==> src/rtl/qea_pkg.sv <==
`timescale 1ns / 1ps

package qea_pkg;

  // Hold-off window for detent acceleration and switch qualification
  localparam logic [31:0] HOLD_MS = 32'd100;

  // Score of an (old, new) pin state pair, indexed by {old_a, old_b, new_a, new_b}
  localparam logic signed [1:0] STEP_TABLE [16] = '{
    2'sd0, -2'sd1, 2'sd1, 2'sd0,
    2'sd1, 2'sd0, 2'sd0, -2'sd1,
    -2'sd1, 2'sd0, 2'sd0, 2'sd1,
    2'sd0, 2'sd1, -2'sd1, 2'sd0
  };

  // Pin state after reset: both pins high
  localparam logic [1:0] PIN_RESET = 2'b11;

  // Detent threshold of the step accumulator
  localparam logic signed [3:0] STEP_DETENT = 4'sd4;

  // Largest acceleration factor
  localparam logic [15:0] FACTOR_MAX = 16'hFFFF;

  // Configuration register indexes
  typedef enum logic [2:0] {
    CFG_MIN_COUNT   = 3'd0,
    CFG_MAX_COUNT   = 3'd1,
    CFG_ROLLOVER    = 3'd2,
    CFG_ACCEL_STEP  = 3'd3,
    CFG_ACCEL_START = 3'd4,
    CFG_ACCEL_LIMIT = 3'd5
  } cfg_idx_t;

  typedef struct packed {
    logic signed [31:0] min_count;
    logic signed [31:0] max_count;
    logic               rollover;
    logic [7:0]         accel_step;
    logic [7:0]         accel_start;
    logic [15:0]        accel_limit;
  } cfg_t;

  localparam cfg_t CFG_RESET = '{
    min_count:   32'sd0,
    max_count:   32'sd100,
    rollover:    1'b0,
    accel_step:  8'd1,
    accel_start: 8'd1,
    accel_limit: 16'd16
  };

  // Classified event passed from the front end to the back end
  typedef enum logic [1:0] {
    CMD_IDLE   = 2'd0,
    CMD_UP     = 2'd1,
    CMD_DOWN   = 2'd2,
    CMD_SWITCH = 2'd3
  } cmd_kind_t;

  typedef struct packed {
    cmd_kind_t   kind;
    logic        sw;
    logic [31:0] now_ms;
  } cmd_t;

endpackage

==> src/rtl/qea_if.sv <==
`timescale 1ns / 1ps

// Event channel
interface qea_in_if;
  logic        valid;
  logic        ready;
  logic        action;
  logic        pin_a;
  logic        pin_b;
  logic        switch_level;
  logic [31:0] now_ms;

  modport source (output valid, action, pin_a, pin_b, switch_level, now_ms, input ready);
  modport sink   (input valid, action, pin_a, pin_b, switch_level, now_ms, output ready);
endinterface

// Result channel
interface qea_out_if;
  logic               valid;
  logic               ready;
  logic signed [31:0] count;
  logic               moved;
  logic               pressed;
  logic               released;

  modport source (output valid, count, moved, pressed, released, input ready);
  modport sink   (input valid, count, moved, pressed, released, output ready);
endinterface

// Register write channel
interface qea_cfg_if;
  logic        valid;
  logic        ready;
  logic [2:0]  index;
  logic [31:0] data;

  modport source (output valid, index, data, input ready);
  modport sink   (input valid, index, data, output ready);
endinterface

==> src/rtl/qea_front.sv <==
`timescale 1ns / 1ps

module qea_front import qea_pkg::*; (
  input  logic        clk,
  input  logic        rst_n,
  qea_in_if.sink      in_ch,
  output logic        push_valid,
  input  logic        push_ready,
  output cmd_t        push_data
);

  logic [1:0]        pin_state_r, pin_state_nxt;
  logic signed [3:0] step_sum_r, step_sum_nxt;
  logic              fire;
  logic              detent;
  logic signed [1:0] score;
  logic signed [3:0] sum;

  assign fire       = in_ch.valid && push_ready;
  assign in_ch.ready = push_ready;
  assign push_valid = in_ch.valid;

  // Score the pin transition and classify the event
  always_comb begin
    score        = STEP_TABLE[{pin_state_r, in_ch.pin_a, in_ch.pin_b}];
    sum          = step_sum_r + $signed({{2{score[1]}}, score});
    detent       = (sum == STEP_DETENT) || (sum == -STEP_DETENT);
    pin_state_nxt = pin_state_r;
    step_sum_nxt  = step_sum_r;
    push_data.sw     = in_ch.switch_level;
    push_data.now_ms = in_ch.now_ms;
    if (in_ch.action) begin
      push_data.kind = CMD_SWITCH;
    end else begin
      pin_state_nxt = {in_ch.pin_a, in_ch.pin_b};
      if (detent) begin
        step_sum_nxt   = 4'sd0;
        push_data.kind = (sum > 4'sd0) ? CMD_UP : CMD_DOWN;
      end else begin
        step_sum_nxt   = sum;
        push_data.kind = CMD_IDLE;
      end
    end
  end

  always_ff @(posedge clk) begin
    if (!rst_n) begin
      pin_state_r <= PIN_RESET;
      step_sum_r  <= 4'sd0;
    end else if (fire) begin
      pin_state_r <= pin_state_nxt;
      step_sum_r  <= step_sum_nxt;
    end
  end

`ifndef ASSERT_OFF
  // Accumulator stays within one detent of zero
  a_sum_range: assert property (@(posedge clk) disable iff (!rst_n)
    (step_sum_r < STEP_DETENT) && (step_sum_r > -STEP_DETENT))
    else $error("step accumulator out of range");

  // A detent event clears the accumulator
  a_detent_clear: assert property (@(posedge clk) disable iff (!rst_n)
    fire && (push_data.kind == CMD_UP || push_data.kind == CMD_DOWN) |=> step_sum_r == 4'sd0)
    else $error("accumulator not cleared after detent");
`endif

endmodule

==> src/rtl/qea_fifo.sv <==
`timescale 1ns / 1ps

module qea_fifo import qea_pkg::*; #(
  parameter int DEPTH = 2
) (
  input  logic clk,
  input  logic rst_n,
  input  logic push_valid,
  output logic push_ready,
  input  cmd_t push_data,
  output logic pop_valid,
  input  logic pop_ready,
  output cmd_t pop_data
);

  localparam int PTR_W = $clog2(DEPTH);
  localparam int CNT_W = $clog2(DEPTH + 1);

  cmd_t             mem_r [DEPTH];
  logic [PTR_W-1:0] wr_ptr_r, rd_ptr_r;
  logic [CNT_W-1:0] count_r, count_nxt;
  logic             push, pop;

  assign push_ready = (count_r != CNT_W'(DEPTH));
  assign pop_valid  = (count_r != '0);
  assign pop_data   = mem_r[rd_ptr_r];
  assign push       = push_valid && push_ready;
  assign pop        = pop_valid && pop_ready;

  always_comb begin
    count_nxt = count_r;
    if (push && !pop) begin
      count_nxt = count_r + 1'b1;
    end else if (pop && !push) begin
      count_nxt = count_r - 1'b1;
    end
  end

  // Pointers and fill level
  always_ff @(posedge clk) begin
    if (!rst_n) begin
      wr_ptr_r <= '0;
      rd_ptr_r <= '0;
      count_r  <= '0;
    end else begin
      count_r <= count_nxt;
      if (push) begin
        wr_ptr_r <= (wr_ptr_r == PTR_W'(DEPTH - 1)) ? '0 : wr_ptr_r + 1'b1;
      end
      if (pop) begin
        rd_ptr_r <= (rd_ptr_r == PTR_W'(DEPTH - 1)) ? '0 : rd_ptr_r + 1'b1;
      end
    end
  end

  // Entry storage
  always_ff @(posedge clk) begin
    if (push) begin
      mem_r[wr_ptr_r] <= push_data;
    end
  end

`ifndef ASSERT_OFF
  // Fill level never passes the depth
  a_fill_bound: assert property (@(posedge clk) disable iff (!rst_n)
    count_r <= CNT_W'(DEPTH))
    else $error("queue overfilled");
`endif

endmodule

==> src/rtl/qea_back.sv <==
`timescale 1ns / 1ps

module qea_back import qea_pkg::*; (
  input  logic        clk,
  input  logic        rst_n,
  input  cfg_t        cfg,
  input  logic        cmd_valid,
  output logic        cmd_ready,
  input  cmd_t        cmd,
  qea_out_if.source   out_ch
);

  // Stage A: acceleration and switch hold-off
  logic        a_valid_r;
  cmd_kind_t   a_kind_r;
  logic        a_pressed_r, a_released_r;
  logic [15:0] a_amount_r;
  logic [15:0] detent_gain_r, detent_gain_nxt;
  logic [15:0] accel_factor_r, accel_factor_nxt;
  logic [31:0] last_detent_r, last_release_r;
  logic        a_fire, a_ready;
  logic [31:0] detent_gap, release_gap;
  logic [16:0] factor_sum;
  logic [15:0] factor_sat;
  logic [31:0] product;
  logic        sw_ok;

  // Stage B: position update and result register
  logic               out_valid_r;
  logic               out_moved_r, out_pressed_r, out_released_r;
  logic signed [31:0] position_r, position_nxt;
  logic               b_fire, b_ready;
  logic signed [32:0] pos_ext, amt_ext, sum_up, sum_dn, max_ext, min_ext;

  assign b_ready   = !out_valid_r || out_ch.ready;
  assign a_ready   = !a_valid_r || b_ready;
  assign cmd_ready = a_ready;
  assign a_fire    = cmd_valid && a_ready;
  assign b_fire    = a_valid_r && b_ready;

  // Acceleration: grow the factor on a fast detent, restart on a slow one
  always_comb begin
    detent_gap  = cmd.now_ms - last_detent_r;
    release_gap = cmd.now_ms - last_release_r;
    sw_ok       = release_gap > HOLD_MS;
    factor_sum  = {1'b0, accel_factor_r} + {9'b0, cfg.accel_step};
    factor_sat  = factor_sum[16] ? FACTOR_MAX : factor_sum[15:0];
    product     = detent_gain_r * factor_sat;
    if (detent_gap < HOLD_MS) begin
      accel_factor_nxt = factor_sat;
      detent_gain_nxt  = (product > {16'b0, cfg.accel_limit}) ? cfg.accel_limit
                                                              : product[15:0];
    end else begin
      accel_factor_nxt = {8'b0, cfg.accel_start};
      detent_gain_nxt  = 16'd1;
    end
  end

  always_ff @(posedge clk) begin
    if (!rst_n) begin
      a_valid_r      <= 1'b0;
      detent_gain_r  <= 16'd1;
      accel_factor_r <= {8'b0, CFG_RESET.accel_start};
      last_detent_r  <= '0;
      last_release_r <= '0;
    end else begin
      if (a_fire) begin
        a_valid_r <= 1'b1;
      end else if (b_fire) begin
        a_valid_r <= 1'b0;
      end
      if (a_fire) begin
        case (cmd.kind)
          CMD_UP, CMD_DOWN: begin
            detent_gain_r  <= detent_gain_nxt;
            accel_factor_r <= accel_factor_nxt;
            last_detent_r  <= cmd.now_ms;
          end
          CMD_SWITCH: begin
            if (sw_ok && cmd.sw) begin
              last_release_r <= cmd.now_ms;
            end
          end
          default: begin
          end
        endcase
      end
    end
  end

  // Stage A payload
  always_ff @(posedge clk) begin
    if (a_fire) begin
      a_kind_r     <= cmd.kind;
      a_amount_r   <= detent_gain_nxt;
      a_pressed_r  <= (cmd.kind == CMD_SWITCH) && sw_ok && !cmd.sw;
      a_released_r <= (cmd.kind == CMD_SWITCH) && sw_ok && cmd.sw;
    end
  end

  // Position move with clamp or rollover at the limits
  always_comb begin
    pos_ext = {position_r[31], position_r};
    amt_ext = $signed({17'b0, a_amount_r});
    max_ext = {cfg.max_count[31], cfg.max_count};
    min_ext = {cfg.min_count[31], cfg.min_count};
    sum_up  = pos_ext + amt_ext;
    sum_dn  = pos_ext - amt_ext;
    case (a_kind_r)
      CMD_UP: begin
        if (sum_up > max_ext) begin
          position_nxt = cfg.rollover ? cfg.min_count : cfg.max_count;
        end else begin
          position_nxt = sum_up[31:0];
        end
      end
      CMD_DOWN: begin
        if (sum_dn < min_ext) begin
          position_nxt = cfg.rollover ? cfg.max_count : cfg.min_count;
        end else begin
          position_nxt = sum_dn[31:0];
        end
      end
      default: begin
        position_nxt = position_r;
      end
    endcase
  end

  always_ff @(posedge clk) begin
    if (!rst_n) begin
      out_valid_r <= 1'b0;
      position_r  <= '0;
    end else begin
      if (b_fire) begin
        out_valid_r <= 1'b1;
        position_r  <= position_nxt;
      end else if (out_ch.ready) begin
        out_valid_r <= 1'b0;
      end
    end
  end

  // Result flags
  always_ff @(posedge clk) begin
    if (b_fire) begin
      out_moved_r    <= (a_kind_r == CMD_UP) || (a_kind_r == CMD_DOWN);
      out_pressed_r  <= a_pressed_r;
      out_released_r <= a_released_r;
    end
  end

  assign out_ch.valid    = out_valid_r;
  assign out_ch.count    = position_r;
  assign out_ch.moved    = out_moved_r;
  assign out_ch.pressed  = out_pressed_r;
  assign out_ch.released = out_released_r;

`ifndef ASSERT_OFF
  // A result reports at most one kind of event
  a_one_event: assert property (@(posedge clk) disable iff (!rst_n)
    out_valid_r |-> $onehot0({out_moved_r, out_pressed_r, out_released_r}))
    else $error("result flags more than one event");

  // A stalled stage A keeps its item
  a_stage_hold: assert property (@(posedge clk) disable iff (!rst_n)
    a_valid_r && !b_ready |=> a_valid_r && $stable(a_amount_r) && $stable(a_kind_r))
    else $error("stage A item lost under stall");

  // A slow detent restarts the acceleration amount at one
  a_slow_restart: assert property (@(posedge clk) disable iff (!rst_n)
    a_fire && (cmd.kind == CMD_UP || cmd.kind == CMD_DOWN) && (detent_gap >= HOLD_MS)
    |=> a_amount_r == 16'd1)
    else $error("slow detent did not restart acceleration");
`endif

endmodule

==> src/rtl/quadrature_encoder_accel_counter.sv <==
`timescale 1ns / 1ps

// Quadrature encoder counter with detent acceleration and push switch.
// in_ch: one event per item. action 0 carries the encoder pin levels, action 1
//   the push switch level; now_ms is the event time in milliseconds.
// out_ch: exactly one result per event: the count after the event and flags
//   for a completed detent, a qualified press or a qualified release.
// cfg_ch: register writes (index, data), always ready; write only while idle.
//   Unknown indexes are ignored. Limit writes do not re-clamp the count.
// Path: the front classification is written into the queue (QUEUE_DEPTH
//   entries, two by default) at the accepting edge, then passes the
//   acceleration stage and the position stage with the result register.
// Throughput: one event per clock while out_ch.ready stays high; the acceleration
//   stage closes its amount/factor loop with one 16x16 multiply.
// Reset (rst_n low, synchronous): count 0, pins taken as both high, step
//   accumulator 0, acceleration amount and factor 1, timestamps 0, and the
//   registers return to their reset values.
// When the receiver stalls, the result holds and up to QUEUE_DEPTH + 1 more events
//   (three by default) are absorbed by the acceleration stage and the queue before in_ch.ready drops.
module quadrature_encoder_accel_counter import qea_pkg::*; #(
  parameter int QUEUE_DEPTH = 2
) (
  input  logic        clk,
  input  logic        rst_n,
  qea_in_if.sink      in_ch,
  qea_out_if.source   out_ch,
  qea_cfg_if.sink     cfg_ch
);

  cfg_t cfg_r;
  logic push_valid, push_ready, pop_valid, pop_ready;
  cmd_t push_data, pop_data;

  // Configuration registers
  assign cfg_ch.ready = 1'b1;

  always_ff @(posedge clk) begin
    if (!rst_n) begin
      cfg_r <= CFG_RESET;
    end else if (cfg_ch.valid) begin
      case (cfg_ch.index)
        CFG_MIN_COUNT:   cfg_r.min_count   <= $signed(cfg_ch.data);
        CFG_MAX_COUNT:   cfg_r.max_count   <= $signed(cfg_ch.data);
        CFG_ROLLOVER:    cfg_r.rollover    <= cfg_ch.data[0];
        CFG_ACCEL_STEP:  cfg_r.accel_step  <= cfg_ch.data[7:0];
        CFG_ACCEL_START: cfg_r.accel_start <= cfg_ch.data[7:0];
        CFG_ACCEL_LIMIT: cfg_r.accel_limit <= cfg_ch.data[15:0];
        default: begin
        end
      endcase
    end
  end

  qea_front u_front (
    .clk        (clk),
    .rst_n      (rst_n),
    .in_ch      (in_ch),
    .push_valid (push_valid),
    .push_ready (push_ready),
    .push_data  (push_data)
  );

  qea_fifo #(
    .DEPTH (QUEUE_DEPTH)
  ) u_fifo (
    .clk        (clk),
    .rst_n      (rst_n),
    .push_valid (push_valid),
    .push_ready (push_ready),
    .push_data  (push_data),
    .pop_valid  (pop_valid),
    .pop_ready  (pop_ready),
    .pop_data   (pop_data)
  );

  qea_back u_back (
    .clk       (clk),
    .rst_n     (rst_n),
    .cfg       (cfg_r),
    .cmd_valid (pop_valid),
    .cmd_ready (pop_ready),
    .cmd       (pop_data),
    .out_ch    (out_ch)
  );

endmodule
==> src/flat_wrapper.sv <==
// flat-port wrapper written by rule: the top's interface ports become plain ports
module quadrature_encoder_accel_counter_flat import qea_pkg::*;
#(
  parameter int QUEUE_DEPTH = 2
)
  (clk, rst_n, in_ch_valid, in_ch_action, in_ch_pin_a, in_ch_pin_b, in_ch_switch_level, in_ch_now_ms, in_ch_ready, out_ch_valid, out_ch_count, out_ch_moved, out_ch_pressed, out_ch_released, out_ch_ready, cfg_ch_valid, cfg_ch_index, cfg_ch_data, cfg_ch_ready);
  qea_in_if in_ch_i ();
  qea_out_if out_ch_i ();
  qea_cfg_if cfg_ch_i ();
  input  logic clk;
  input  logic rst_n;
  input wire logic [$bits(in_ch_i.valid)-1:0] in_ch_valid;
  input wire logic [$bits(in_ch_i.action)-1:0] in_ch_action;
  input wire logic [$bits(in_ch_i.pin_a)-1:0] in_ch_pin_a;
  input wire logic [$bits(in_ch_i.pin_b)-1:0] in_ch_pin_b;
  input wire logic [$bits(in_ch_i.switch_level)-1:0] in_ch_switch_level;
  input wire logic [$bits(in_ch_i.now_ms)-1:0] in_ch_now_ms;
  output wire logic [$bits(in_ch_i.ready)-1:0] in_ch_ready;
  output wire logic [$bits(out_ch_i.valid)-1:0] out_ch_valid;
  output wire logic [$bits(out_ch_i.count)-1:0] out_ch_count;
  output wire logic [$bits(out_ch_i.moved)-1:0] out_ch_moved;
  output wire logic [$bits(out_ch_i.pressed)-1:0] out_ch_pressed;
  output wire logic [$bits(out_ch_i.released)-1:0] out_ch_released;
  input wire logic [$bits(out_ch_i.ready)-1:0] out_ch_ready;
  input wire logic [$bits(cfg_ch_i.valid)-1:0] cfg_ch_valid;
  input wire logic [$bits(cfg_ch_i.index)-1:0] cfg_ch_index;
  input wire logic [$bits(cfg_ch_i.data)-1:0] cfg_ch_data;
  output wire logic [$bits(cfg_ch_i.ready)-1:0] cfg_ch_ready;
  assign in_ch_i.valid = in_ch_valid;
  assign in_ch_i.action = in_ch_action;
  assign in_ch_i.pin_a = in_ch_pin_a;
  assign in_ch_i.pin_b = in_ch_pin_b;
  assign in_ch_i.switch_level = in_ch_switch_level;
  assign in_ch_i.now_ms = in_ch_now_ms;
  assign in_ch_ready = in_ch_i.ready;
  assign out_ch_valid = out_ch_i.valid;
  assign out_ch_count = out_ch_i.count;
  assign out_ch_moved = out_ch_i.moved;
  assign out_ch_pressed = out_ch_i.pressed;
  assign out_ch_released = out_ch_i.released;
  assign out_ch_i.ready = out_ch_ready;
  assign cfg_ch_i.valid = cfg_ch_valid;
  assign cfg_ch_i.index = cfg_ch_index;
  assign cfg_ch_i.data = cfg_ch_data;
  assign cfg_ch_ready = cfg_ch_i.ready;
  quadrature_encoder_accel_counter #(.QUEUE_DEPTH(QUEUE_DEPTH)) u_core (.clk(clk), .rst_n(rst_n), .in_ch(in_ch_i), .out_ch(out_ch_i), .cfg_ch(cfg_ch_i));
endmodule
==> config.mk <==
export PLATFORM = sky130hd
export DESIGN_NAME = quadrature_encoder_accel_counter_flat
export DESIGN_NICKNAME = d
export VERILOG_FILES = /design/src/rtl/qea_pkg.sv /design/src/rtl/qea_if.sv /design/src/rtl/qea_front.sv /design/src/rtl/qea_fifo.sv /design/src/rtl/qea_back.sv /design/src/rtl/quadrature_encoder_accel_counter.sv /design/src/flat_wrapper.sv
export SDC_FILE = /design/constraint.sdc
export NUM_CORES = 2
export LEC_CHECK = 0
export ABC_AREA = 1
export BUFFER_PORTS_ARGS = -buffer_cell sky130_fd_sc_hd__buf_2
export CORE_UTILIZATION = 50
export DETAILED_ROUTE_END_ITERATION = 10
export PLACE_DENSITY = 0.69
export SYNTH_ARGS = -nofsm -noshare
export SYNTH_HDL_FRONTEND = slang
export SYNTH_SLANG_ARGS = --single-unit
==> constraint.sdc <==
create_clock -name clk -period 7.8 [get_ports clk]
set_input_delay 1.56 -clock clk [delete_from_list [all_inputs] [get_ports clk]]
set_output_delay 1.56 -clock clk [all_outputs]
set_load 0.01 [all_outputs]
## After elaboration in Yosys (flattened, before gate mapping)

Memories as Yosys holds them, arrays and structs flattened. A register that Yosys moved wholly into a read port is not among the register bits.
Index checks and enable logic that the tools add are counted.

- Flip-flop bits (word level): 260
- Latch bits: 0
- Memory bits (writable): 70
- ROM bits: 32
- Bits of input ports: 76
- Output and inout bits: 38
- Word-level logic and storage cells: 122
- Memories kept: 2

Memories:

| memory | depth | bits a word | read ports | clocked after Yosys merged registers in | wr ports | RTL line | RTL |
|---|---|---|---|---|---|---|---|
| u_core.u_fifo.mem_r | 2 | 35 | 1 | 1 | 1 | qea_fifo.sv:19 | `cmd_t mem_r [DEPTH];` |
| (no name shown) | 16 | 2 | 1 | 0 | 0 | qea_front.sv:25 | `score = STEP_TABLE[{pin_state_r, in_ch.pin_a, in_ch.pin_b}];` |

- Add/subtract/negate cells: 10
- Multiply operators: 1
- Divide/modulo/power cells: 0
- Order comparisons: 7
- Equal/unequal tests: 13
- Shift-type cells: 0
- Multiplexer cells: 27
- Bitwise gates (word level): 2
- Reduce and logical (&&, ||, !) cells: 35

Operators with widths:

| kind | count |
|---|---|
| 32-bit two-way mux | 4 |
| 16-bit two-way mux | 4 |
| 32-bit case mux with 2 select lines | 1 |
| 32-bit subtractor | 2 |
| 32-bit by 17-bit adder with 33-bit output | 1 |
| 33-bit by 32-bit > comparator with 1-bit output | 1 |
| 33-bit by 32-bit < comparator with 1-bit output | 1 |
| 32-bit by 17-bit subtractor with 33-bit output | 1 |
| 32-bit by 16-bit > comparator with 1-bit output | 1 |
| 32-bit by 7-bit > comparator with 1-bit output, second input constant | 1 |
| 32-bit by 7-bit < comparator with 1-bit output, second input constant | 1 |
| 16-bit by 16-bit multiplier with 32-bit output | 1 |
| 2-bit AND reduction | 9 |
| 16-bit by 8-bit adder with 17-bit output | 1 |
| 2-bit two-way mux | 7 |
| 1-bit two-way mux | 10 |
| 2-bit nonzero test | 5 |
| 1-bit logical AND | 9 |
| 2-bit == test, second input constant | 3 |
| 3-bit by 2-bit == test with 1-bit output, second input constant | 2 |
| 3-bit == test, second input constant | 2 |
| 5-bit >= comparator, second input constant | 1 |
| 1-bit zero test | 5 |
| 4-bit NOT with 5-bit output | 1 |
| 16 further kinds | 21 |

## Longest topological paths before layout

- Word-level depth: 9
- Mapped depth: 49
- Gate-level depth less buffers: 48

## By module

From an unflattened synthesis, not the netlist that was laid out.

- Cell total of the unflattened synthesis: 5,343
- Area total of the unflattened synthesis: 35,338.9 um^2

By module, submodules not included:

| module | times used | cells each | area each (um^2) | seq. area each (um^2) |
|---|---|---|---|---|
| qea_back | 1 | 4,516 | 27,677.8 | 3,293.2 |
| quadrature_encoder_accel_counter | 1 | 569 | 3,907.5 | 1,941.9 |
| qea_fifo | 1 | 146 | 2,920.3 | 2,202.1 |
| qea_front | 1 | 112 | 833.3 | 120.1 |

## Worst setup path after synthesis

No wires, ideal clock.

- Path kind: reg2reg
- Start: register u_core.u_back.accel_factor_r[0]
- End: register u_core.u_back.a_amount_r[1], data pin
- Library setup time: 0.251 ns
- Arrival time: 8.120 ns
- Data required time: 7.549 ns
- Slack: -0.571 ns
- Stages on the path, launching flop included: 42
- Buffers on the path: 2
- Clock period less this slack: 8.371 ns
- Cells stage by stage: dfxtp_1 ha_1 fa_1 nand4_1 nand3_1 a21o_1 a21oi_2 inv_1 nand4_1 nand2_1 inv_1 clkbuf_1 nor2_1 fa_1 inv_1 fa_1 inv_1 fa_1 [... 6 more ...] a21oi_1 o21ai_0 a21o_1 xnor2_1 inv_1 ha_1 inv_1 nor4_1 nand3_1 nand2_1 nand3_1 nor2_1 nand3_1 nor2_4 buf_2 nand3b_1 nand3_2 inv_1

- Word-level cells in the longest chain between the ends: 6

Ends and longest elaborated chain:

| item | RTL line | RTL |
|---|---|---|
| start, declared | qea_back.sv:19 | `logic [15:0] accel_factor_r, accel_factor_nxt;` |
| start signal, assigned | qea_back.sv:63 | `accel_factor_r <= {8'b0, CFG_RESET.accel_start};` |
| start signal, assigned | qea_back.sv:76 | `accel_factor_r <= accel_factor_nxt;` |
| 16-bit by 8-bit adder with 17-bit output (*) | qea_back.sv:46 | `factor_sum = {1'b0, accel_factor_r} + {9'b0, cfg.accel_step};` |
| 16-bit two-way mux (*) | qea_back.sv:47 | `factor_sat = factor_sum[16] ? FACTOR_MAX : factor_sum[15:0];` |
| 16-bit by 16-bit multiplier with 32-bit output (*) | qea_back.sv:48 | `product = detent_gain_r * factor_sat;` |
| 32-bit by 16-bit > comparator with 1-bit output | qea_back.sv:51 | `detent_gain_nxt = (product > {16'b0, cfg.accel_limit}) ? cfg.accel_limit` |
| 16-bit two-way mux (*) | qea_back.sv:51 |  |
| 16-bit two-way mux (*) | qea_back.sv:49 | `if (detent_gap < HOLD_MS) begin` |
| net u_core.u_back.detent_gain_nxt[1] | qea_back.sv:18 | `logic [15:0] detent_gain_r, detent_gain_nxt;` |
| end signal, assigned | qea_back.sv:95 | `a_amount_r <= detent_gain_nxt;` |
| end, declared | qea_back.sv:17 | `logic [15:0] a_amount_r;` |

Mark *: on every way through the listed nets, which the timed path passes. The rest lies on a longest branch.
A chain may end at the register's enable or synchronous reset.

## Final worst setup path

- Start: register u_core.cfg_r[24] (netlist bit)
- End: register u_core.u_back.a_amount_r[0], data pin

- Word-level cells in the longest chain between the ends: 6

Ends and longest elaborated chain:

| item | RTL line | RTL |
|---|---|---|
| start, declared | quadrature_encoder_accel_counter.sv:30 | `cfg_t cfg_r;` |
| 16-bit by 8-bit adder with 17-bit output (*) | qea_back.sv:46 |  |
| 16-bit two-way mux (*) | qea_back.sv:47 |  |
| 16-bit by 16-bit multiplier with 32-bit output (*) | qea_back.sv:48 |  |
| 32-bit by 16-bit > comparator with 1-bit output | qea_back.sv:51 |  |
| 16-bit two-way mux (*) | qea_back.sv:51 |  |
| 16-bit two-way mux (*) | qea_back.sv:49 |  |
| net u_core.u_back.detent_gain_nxt[0] | qea_back.sv:18 |  |

Marked as above.

==> run_summary.xml <==
<?xml version="1.0" encoding="UTF-8"?>
<metrics>
  <group name="worst_setup_path">
    <metric name="required_time_at_the_endpoint_of_the_critical_path" unit="ns">8.13</metric>
    <metric name="critPathMaxFanout" unit="">8</metric>
    <metric name="worstPathBufferInverterCount" unit="">9</metric>
    <metric name="worst_path_class_setup" unit="">reg2reg</metric>
    <metric name="rr_endpoint" unit="">u_core.u_back.a_amount_r[0]</metric>
    <metric name="cp_num_cells" unit="">41</metric>
    <metric name="r2r_slack" unit="ns">-0.28</metric>
    <metric name="cp_data_arrival_time" unit="ns">8.40</metric>
    <metric name="critPathCapture" unit="">u_core.u_back.a_amount_r[0]</metric>
    <metric name="worst_path_largest_cell_delay" unit="ns">0.56</metric>
    <metric name="worst_r2r_path_depth" unit="">41</metric>
    <metric name="critPathTopFamily" unit="">adder cells</metric>
    <metric name="beginning_of_the_critical_path" unit="">u_core.cfg_r[24]</metric>
    <metric name="regToRegStartpoint" unit="">u_core.cfg_r[24]</metric>
    <metric name="endpoint_kind" unit="">flop</metric>
    <metric name="worst_setup_path_start_kind" unit="">flop</metric>
    <metric name="cp_common_cell" unit="">fa_1</metric>
    <metric name="crit_path_top_delay_cell" unit="">fa_1</metric>
  </group>
  <group name="place">
    <metric name="placed_cells_incl_taps" unit="">5912</metric>
    <metric name="globalplace.congestion" unit="">1.02</metric>
    <metric name="place_area" unit="um2">36100</metric>
    <metric name="placement.io_buffers" unit="">112</metric>
    <metric name="dp.final_hpwl" unit="um">91100</metric>
  </group>
  <group name="run">
    <metric name="max_capacitance_violation_count" unit="">0</metric>
  </group>
  <group name="sta">
    <metric name="final.hold.worst_slack" unit="ns">0.425</metric>
    <metric name="setup_viol" unit="">32</metric>
    <metric name="post-route-worst-setup-slack" unit="ns">-0.276</metric>
    <metric name="period_needed" unit="ns">8.08</metric>
    <metric name="setup_tns" unit="ns">-7.96</metric>
    <metric name="slew_headroom" unit="">0.202</metric>
    <metric name="tightestPinTransition" unit="ns">1.19</metric>
    <metric name="timing.final.hold_violations" unit="">0</metric>
    <metric name="grt_setup_unrepaired" unit="">true</metric>
    <metric name="min_period_over_period" unit="">1.04</metric>
    <metric name="report.final.slew_viol_count" unit="">0</metric>
    <metric name="fmax" unit="MHz">124</metric>
    <metric name="skew" unit="ns">0.0310</metric>
  </group>
  <group name="floorplan">
    <metric name="die_height" unit="um">260</metric>
    <metric name="pin_count" unit="">114</metric>
    <metric name="initial_utilization" unit="">0.506</metric>
    <metric name="die_w" unit="um">260</metric>
    <metric name="floorplan.die_area" unit="um2">67900</metric>
    <metric name="floorplan.core_area" unit="um2">66000</metric>
    <metric name="floorplan.rows" unit="">94</metric>
  </group>
  <group name="yosys">
    <metric name="dominantRegCellSynth" unit="">dfxtp_1</metric>
    <metric name="number_of_flops_mapped_to_enable_cells_by_yosys" unit="">93</metric>
    <metric name="synth_area_per_cell" unit="um2">6.80</metric>
    <metric name="ys_warn_count" unit="">0</metric>
    <metric name="syn-cell-area" unit="um2">33400</metric>
    <metric name="ffs_latches_synth" unit="">331</metric>
    <metric name="postSynthNetCount" unit="">5481</metric>
    <metric name="seq_area_frac_synth" unit="">0.226</metric>
    <metric name="netlist-cell-type-count" unit="">52</metric>
    <metric name="asyncSetResetFlopFracSynth" unit="">0</metric>
    <metric name="synthesis.instances" unit="">4910</metric>
  </group>
  <group name="global_route">
    <metric name="gr-usage-met3" unit="">0.0407</metric>
    <metric name="grt_first_pass_wirelength" unit="um">177000</metric>
    <metric name="antenna_found_initial" unit="">2</metric>
    <metric name="grt_usage" unit="">0.341</metric>
    <metric name="groute.layer.met2.usage" unit="">0.579</metric>
    <metric name="grt_remaining_overflow" unit="">0</metric>
    <metric name="grt.met1_usage" unit="">0.391</metric>
    <metric name="first_global_vias" unit="">31800</metric>
    <metric name="maximum_number_of_pins_on_one_net_before_global_route_repair" unit="">92</metric>
    <metric name="top_usage_layer" unit="">met2</metric>
  </group>
  <group name="final_layout">
    <metric name="final_area" unit="um2">38600</metric>
    <metric name="finalNetCount" unit="">5714</metric>
    <metric name="layout_cells_sized_above_1" unit="">0.131</metric>
    <metric name="layoutNonFillerInstCount" unit="">6041</metric>
    <metric name="flow.area_growth_from_synthesis" unit="%">15.4</metric>
  </group>
  <group name="power_and_ir_drop">
    <metric name="proportion_of_power_drawn_by_the_clock_network" unit="">0.110</metric>
    <metric name="internal_power" unit="W">0.00774</metric>
    <metric name="switching_share" unit="">0.568</metric>
    <metric name="ir_drop" unit="V">0.000775</metric>
    <metric name="power.share.combinational" unit="">0.747</metric>
    <metric name="power_leakage" unit="nW">19.5</metric>
    <metric name="switchingPower" unit="W">0.0102</metric>
    <metric name="power_frac_seq" unit="">0.143</metric>
    <metric name="totalPowerFinal" unit="W">0.0179</metric>
    <metric name="power-per-cell-area" unit="nW/um2">465</metric>
  </group>
  <group name="cts">
    <metric name="cts_made_buffers" unit="">40</metric>
    <metric name="htreeDepth" unit="">2</metric>
    <metric name="number_of_clock_sinks" unit="">331</metric>
    <metric name="root_buffer" unit="">clkbuf_16</metric>
    <metric name="clk_path_buf_depth" unit="">3</metric>
    <metric name="tritoncts" unit="">built</metric>
    <metric name="clk_pin_slew_worst_paths" unit="ns">0.06</metric>
    <metric name="insertion_delay" unit="ns">0.59</metric>
  </group>
  <group name="status">
    <metric name="status" unit="">complete, but fails checks</metric>
    <metric name="failed_checks" unit="">DRC, setup timing</metric>
  </group>
  <group name="drt">
    <metric name="drt-pass1-iter-count" unit="">11</metric>
    <metric name="via_count" unit="">32600</metric>
    <metric name="viasPerCell" unit="">5.39</metric>
    <metric name="drtAntennaViolNets" unit="">0</metric>
    <metric name="initialDrtViolationCount" unit="">2477</metric>
    <metric name="detail_route.wl_per_cell" unit="um">19.1</metric>
    <metric name="route.final.wire_length" unit="um">115000</metric>
    <metric name="drc" unit="">18</metric>
  </group>
  <group name="worst_hold_path">
    <metric name="hold_path_class" unit="">reg2reg</metric>
    <metric name="whs_path_depth" unit="">0</metric>
  </group>
</metrics>
-- through the flow --
stage / util / setup slack, ns
6_report: 0.584 / -0.276
5_1_grt: 0.584 / -0.629
4_1_cts: 0.579 / -0.250
3_5_place_dp: 0.547 / -0.664
3_3_place_gp: 0.547 / -0.565
2_1_floorplan: - / -0.0510
-- worst min path at each step --
stage | endpoint | slack, ns | from
after floorplan | u_core.u_back.out_ch.pressed | 0.40 | u_core.u_back.a_pressed_r
after global placement | u_core.u_back.out_ch.pressed | 0.41 | u_core.u_back.a_pressed_r
after detailed placement | u_core.u_back.out_ch.pressed | 0.41 | u_core.u_back.a_pressed_r
after CTS | u_core.u_back.out_ch.pressed | 0.42 | u_core.u_back.a_pressed_r
after global routing | u_core.u_back.out_ch.pressed | 0.44 | u_core.u_back.a_pressed_r
final | u_core.u_back.out_ch.pressed | 0.42 | u_core.u_back.a_pressed_r
-- Yosys cell counts, drive strengths merged (78+ instances only) --
cell / n / area share
a21oi: 361 / 0.056
nand4: 78 / 0.015
inv: 948 / 0.11
nand3: 254 / 0.040
ha: 296 / 0.11
nand2: 1167 / 0.13
dfxtp: 238 / 0.14
edfxtp: 93 / 0.084
o21ai: 360 / 0.054
fa: 199 / 0.12
nor2: 439 / 0.051
clkbuf: 129 / 0.014
-- repair_timing --
| action | 4_1_cts | 5_1_grt |
|---|---|---|
| hold buffers | 0 | 0 |
| resized for setup | 96 | 79 |
| pin swaps | 83 | 38 |
| buffers inserted | 45 | 8 |
| cloned | 2 | 1 |
| endpoints found under the setup margin | 32 | 32 |
| hold endpoints to repair | 0 | 0 |
-- worst register-to-register path, delay by kind of cell (launching register included) --
kind | cells | cell delay, ns
xor gates and xnor gates | 1 | 0.19
adders and majority gates | 10 | 4.08
and+or+nand+nor | 16 | 1.61
DFF | 1 | 0.33
AOI/OAI and AO/OA | 5 | 0.83
buffers and inverters | 9 | 0.77
-- kinds of logic after synthesis --
group           Yosys count  synth area share
compound gates          808             0.130
xor+xnor                 92            0.0241
fa+ha+maj               495             0.230
buf+inv                1119             0.127
flops                   331             0.226
other cells               1          0.000112
simple gates           2064             0.262
-- per-layer routing --
| metal | share of wire | wire length [um] | vias to the layer above |
|---|---|---|---|
| li1 | - | - | 16000 |
| met1 | 0.39 | 45000 | 15100 |
| met2 | 0.46 | 53600 | 1102 |
| met3 | 0.057 | 6540 | 366 |
| met4 | 0.088 | 10200 | 2 |
| met5 | 0.00016 | 18 | - |
-- registers in the layout (all words and copies together), names as in the netlist, named ones only --
| register | flops |
|---|---|
| u_core.u_back.a_released_r | 1 |
| u_core.u_back.out_ch.valid | 1 |
| u_core.u_back.a_pressed_r | 1 |
| u_core.u_back.detent_gain_r | 16 |
| u_core.u_back.out_ch.pressed | 1 |
| u_core.u_back.last_detent_r | 32 |
| u_core.u_back.a_amount_r | 16 |
| u_core.u_back.out_ch.count | 32 |
| u_core.u_back.out_ch.moved | 1 |
| u_core.u_fifo.wr_ptr_r | 1 |
| u_core.u_back.accel_factor_r | 16 |
| u_core.u_front.pin_state_r | 2 |
| u_core.u_back.out_ch.released | 1 |
| u_core.u_fifo.count_r | 2 |
| u_core.u_back.last_release_r | 32 |
| u_core.cfg_r | 97 |
| u_core.u_fifo.rd_ptr_r | 1 |
| u_core.u_back.a_valid_r | 1 |
| u_core.u_back.a_kind_r | 2 |
| u_core.u_front.step_sum_r | 4 |
| u_core.u_fifo.mem_r | 70 |
-- cell usage in the layout, fill, tap and decap left out, drive strengths merged --
cell type  count
a21boi         4
a21o           9
a21oi        361
a31oi          4
a32oi          1
and2           1
and3           1
buf          354
bufinv         5
clkbuf        50
clkinv        23
conb           1
dfxtp        238
diode          3
edfxtp        93
fa           199
ha           296
inv          950
nand2       1168
nand3        254
nand3b        31
nand4         78
nor2         439
nor3          46
nor3b          1
nor4          10
o2111ai        7
o211ai        21
o21a          13
o21ai        360
o21bai        24
o221ai         1
o311ai         1
o41ai          2
or2           36
xnor2         18
xor2          74
-- final cells by class --
class / count / area [um2]
Clock buffer: 49 / 1060
Tap cell: 864 / 1080
Multi-Input combinational cell: 3461 / 22400
Clock inverter: 24 / 284
Timing Repair Buffer: 355 / 2520
Sequential cell: 331 / 7570
Inverter: 954 / 3600
Fill cell: 6268 / 27400
Antenna cell: 3 / 7.51
-- power by group through the flow --
| stage | combinational (W) | clock, W | sequential, W |
|---|---|---|---|
| after floorplan | 0.00881 | 0 | 0.00239 |
| after global placement | 0.0123 | 0 | 0.00258 |
| after detailed placement | 0.0124 | 0 | 0.00259 |
| after CTS | 0.0131 | 0.00201 | 0.00255 |
| after global routing | 0.0148 | 0.00206 | 0.00259 |
| final | 0.0134 | 0.00197 | 0.00257 |
No activity file was read; power rests on OpenSTA's default activity.
